<file path="config.mk">
export PLATFORM = sky130hd
export DESIGN_NAME = atsb_ctrl
export DESIGN_NICKNAME = d
export VERILOG_FILES = /design/src/hw/rtl/atsb_pkg.sv /design/src/hw/rtl/atsb_ctrl.sv
export SDC_FILE = /design/constraint.sdc
export NUM_CORES = 1
export LEC_CHECK = 0
export CORE_AREA = 2 2 39 41
export CTS_CLUSTER_DIAMETER = 150
export DETAILED_ROUTE_END_ITERATION = 6
export DIE_AREA = 0 0 41 43
export DONT_BUFFER_PORTS = 1
export MAX_ROUTING_LAYER = met4
export PLACE_DENSITY = 0.36
export SYNTH_ARGS = -nofsm -noshare
export SYNTH_HDL_FRONTEND = slang
export SYNTH_SLANG_ARGS = --single-unit
export TNS_END_PERCENT = 100
</file>
<file path="constraint.sdc">
create_clock -name clk -period 1 [get_ports clk]
set_input_delay 0.2 -clock clk [delete_from_list [all_inputs] [get_ports clk]]
set_output_delay 0.2 -clock clk [all_outputs]
set_load 0.01 [all_outputs]
</file>
<file path="src/hw/rtl/atsb_pkg.sv">
// shared types and constants for the adaptive time-slice budget block
package atsb_pkg;

  // operation codes of an input word
  typedef enum logic [2:0] {
    OP_BUDGET      = 3'd0,
    OP_COOP        = 3'd1,
    OP_OTHER       = 3'd2,
    OP_FORGET      = 3'd3,
    OP_FORGET_PROC = 3'd4
  } op_t;

  // result status codes
  typedef enum logic [1:0] {
    ST_OK    = 2'd0,
    ST_UNREG = 2'd1,
    ST_FULL  = 2'd2
  } status_t;

  // controller states
  typedef enum logic [2:0] {
    S_IDLE,
    S_SCAN,
    S_CALC1,
    S_CALC2,
    S_CALC3,
    S_CALC4,
    S_UPDATE,
    S_FIN
  } state_t;

  localparam logic [31:0] HOST_CHECK_NS = 32'd250000;
  localparam logic [31:0] SAFETY_NS     = 32'd100000;
  localparam logic [31:0] NO_DELAY      = 32'hFFFF_FFFF;
  localparam logic [31:0] RP_RESET      = 32'd1000000;

  // controller to datapath commands
  typedef struct packed {
    logic start;
    logic calc1;
    logic calc2;
    logic calc3;
    logic calc4;
    logic update;
    logic load;
  } atsb_cmd_t;

  // datapath to controller status
  typedef struct packed {
    logic scan_done;
    logic div_done;
    logic is_budget;
  } atsb_sts_t;

endpackage

</file>
<file path="src/hw/rtl/atsb_ctrl.sv">
// controller state machine for the adaptive time-slice budget block
module atsb_ctrl (
  input  logic               clk,
  input  logic               rst_n,
  input  logic               in_valid,
  output logic               in_stall,
  output logic               out_valid,
  input  logic               out_stall,
  output atsb_pkg::atsb_cmd_t cmd,
  input  atsb_pkg::atsb_sts_t sts
);
  import atsb_pkg::*;

  state_t state_r, state_nxt;
  logic   out_valid_r, out_valid_nxt;
  logic   can_load;

  assign can_load = !out_valid_r || !out_stall;

  // next state
  always_comb begin
    state_nxt = state_r;
    unique case (state_r)
      S_IDLE:   if (in_valid) state_nxt = S_SCAN;
      S_SCAN: begin
        if (sts.scan_done && sts.div_done) begin
          state_nxt = sts.is_budget ? S_CALC1 : S_UPDATE;
        end
      end
      S_CALC1:  state_nxt = S_CALC2;
      S_CALC2:  state_nxt = S_CALC3;
      S_CALC3:  state_nxt = S_CALC4;
      S_CALC4:  state_nxt = S_FIN;
      S_UPDATE: state_nxt = S_FIN;
      S_FIN:    if (can_load) state_nxt = S_IDLE;
      default:  state_nxt = S_IDLE;
    endcase
  end

  // outputs
  always_comb begin
    cmd        = '0;
    cmd.start  = (state_r == S_IDLE) && in_valid;
    cmd.calc1  = (state_r == S_CALC1);
    cmd.calc2  = (state_r == S_CALC2);
    cmd.calc3  = (state_r == S_CALC3);
    cmd.calc4  = (state_r == S_CALC4);
    cmd.update = (state_r == S_UPDATE);
    cmd.load   = (state_r == S_FIN) && can_load;
    out_valid_nxt = cmd.load ? 1'b1 : (out_valid_r && out_stall);
  end

  assign in_stall  = (state_r != S_IDLE);
  assign out_valid = out_valid_r;

  always_ff @(posedge clk) begin
    if (!rst_n) begin
      state_r     <= S_IDLE;
      out_valid_r <= 1'b0;
    end else begin
      state_r     <= state_nxt;
      out_valid_r <= out_valid_nxt;
    end
  end

endmodule

</file>
==> results_dict.tcl <==
set metrics [dict create \
    run_status "finished with violations" \
    violations "negative setup slack" \
    synth_nets 40 \
    cts_tree "done" \
    ios 16 \
    drcViolationCount 0 \
    vdd_drop_max_v 0.000369 \
    fmax_ghz 0.771 \
    regArea_um2 90.1 \
    final_cell_area_um2 518 \
    wl_um 763 \
    multiInputGateArea_um2 250 \
    synth_area_leaders "dfxtp_1, a21oi_1, nand2_1" \
    synth_area_um2 255 \
    min_path_type "input port to register" \
    start_kind "register" \
    r2r_start "state_r[2]" \
    vias 300 \
    antenna_found_initial 0 \
    path_cells "or3_4, nor2_4" \
    async_flop_share_pct 0 \
    synth_seq_cells 4 \
    via_per_inst 4.84 \
    fp.coreArea_um2 1380 \
    synth_cell_type_count 17 \
    cp_top_family "simple AND/OR/NAND/NOR gates" \
    grtUsageTotal_pct 9.88 \
    num_rows 14 \
    relSlewSlack_pct 87.9 \
    cp_slowest_cell "or3_4" \
    pre_cts_ws_ns -0.0772 \
    die_y_um 43 \
    clkTransAtPathRegs_ns 0.04 \
    worstSetupPathType "register to primary output" \
    drtAntennaViolNets 0 \
    insertion_delay_ns 0.23 \
    synth-edff-count 0 \
    grt_pass1_wl_um 1160 \
    drtPass1Iterations 2 \
    worstMarginPinSlew_ns 0.181 \
    numCtsBuffers 3 \
    cts_num_sinks 4 \
    yosysSeqAreaShare_pct 31.4 \
    wl_per_cell_um 12.3 \
    gr-total-overflow 0 \
    hold_ws_ns 0.0761 \
    die_w_um 41 \
    power_density_nw_per_um2 1100 \
    crit_arrival_ns 1.10 \
    dp_hpwl_um 519 \
    slew_viol_final 0 \
    maxCapViolations 0 \
    fin_nets 55 \
    yosys_warnings 0 \
    end_kind "primary output" \
    grt_pass1_vias 303 \
    cp.required_ns 0.80 \
    fin_skew_ns 0.000161 \
    drt_iter0_drc 2 \
    grt_max_degree 7 \
    cts_buffer_depth 2 \
    gp_congestion 0.779 \
    synthFlopType "dfxtp_1" \
    die_area_um2 1760 \
    avgSynthCellArea_um2 7.73 \
    fin_ws_ns -0.298 \
    path_buf_inv 0 \
    synth_common_cells "a21oi_1, dfxtp_1, nand2_1" \
    fillCellCount 146 \
    diodes 0 \
    start_util_pct 18.4 \
    min_period_ns 1.30 \
    clock-root-buffer "clkbuf_4" \
    crit_path_max_fanout 3 \
    final_cells 62 \
    setup_tns_ns -1.59 \
    hold_viol 0 \
    drive_gt1_share_pct 80.4 \
    power.leakage_nw 0.220 \
    yosys.area.top_type "dfxtp_1" \
    cpPeakStageDelay_ns 0.43 \
    placed_area_um2 338 \
    syn_to_final_growth_pct 103 \
    crit_start "state_r[0]" \
    syn_inst 33 \
    final.period_utilization_pct 130 \
    setup_viol 11 \
    cts_max_level 1 \
    placedCellCount 54 \
    rsz0062_at_grt "yes" \
    numPortBuffers 0 \
    min_from "rst_n" \
    synth_top_area_share_pct 31.4 \
]
-- kinds of logic (layout without fill, tap and decap cells) --
family                 after synthesis  in the layout  share of synthesized area, %
AO/OA/AOI/OAI                       10             10                          27.5
buffers and inverters                6             19                          12.7
flip-flops                           4              4                          31.4
AND/OR/NAND/NOR                     13             13                          28.4
-- state kept, by name, indices dropped and copies added, names as in the netlist --
name       flops
out_valid      1
state_r        3
-- metrics by stage --
step / power, W / utilization [%]
after global routing: 0.000599 / 37.4
after global placement: 0.000304 / 24.4
after CTS: 0.000550 / 32.7
after floorplan: 0.000267 / -
after detailed placement: 0.000304 / 24.4
final: 0.000570 / 37.4
-- per-layer routing --
metal | GRT usage, % | up-vias | routed length, um
met5 | - | - | 0
met4 | 5.33 | 0 | 0
met3 | 3.66 | 0 | 41
met2 | 15.0 | 6 | 463
met1 | 10.6 | 145 | 258
li1 | - | 149 | -
-- final timing paths --
check | cells after the start | endpoint | slack, ns
setup reg to reg | 5 | state_r[1] | -0.08
setup / recovery | 2 | cmd[6] | -0.30
hold / removal | 2 | state_r[0] | 0.08
hold reg to reg | 2 | out_valid | 0.52
-- cell type report --
class / count / area share [%]
Clock buffer: 3 / 4.35
Timing Repair Buffer: 13 / 23.9
Inverter: 3 / 2.17
Sequential cell: 4 / 17.4
Tap cell: 16 / 3.86
Multi-Input combinational cell: 23 / 48.3
-- where the power goes --
part | switching (W) | internal, W | leakage (nW) | total (W)
combinational | 0.0000918 | 0.0000999 | 0.171 | 0.000192
sequential | 0.0000130 | 0.000170 | 0.0349 | 0.000183
clock | 0.0000614 | 0.000134 | 0.0138 | 0.000195
total | 0.000166 | 0.000404 | 0.220 | 0.000570
-- repair_timing --
action	CTS	global route
resized for setup	20	12
pin swaps	6	6
hold buffers	0	0
setup buffers	5	1
setup endpoints to repair	11	12
-- placed cells by master, fill, tap and decap left out, drive strengths merged --
| cell type | n |
|---|---|
| dfxtp | 4 |
| a211oi | 1 |
| nor3b | 2 |
| buf | 13 |
| nand3 | 2 |
| nand2 | 4 |
| and3b | 1 |
| inv | 3 |
| a311oi | 1 |
| a21oi | 4 |
| a21o | 1 |
| or3 | 1 |
| clkbuf | 3 |
| o2bb2ai | 1 |
| a41oi | 1 |
| o21ai | 1 |
| nor2 | 3 |
(Power assumes the default switching activity.)
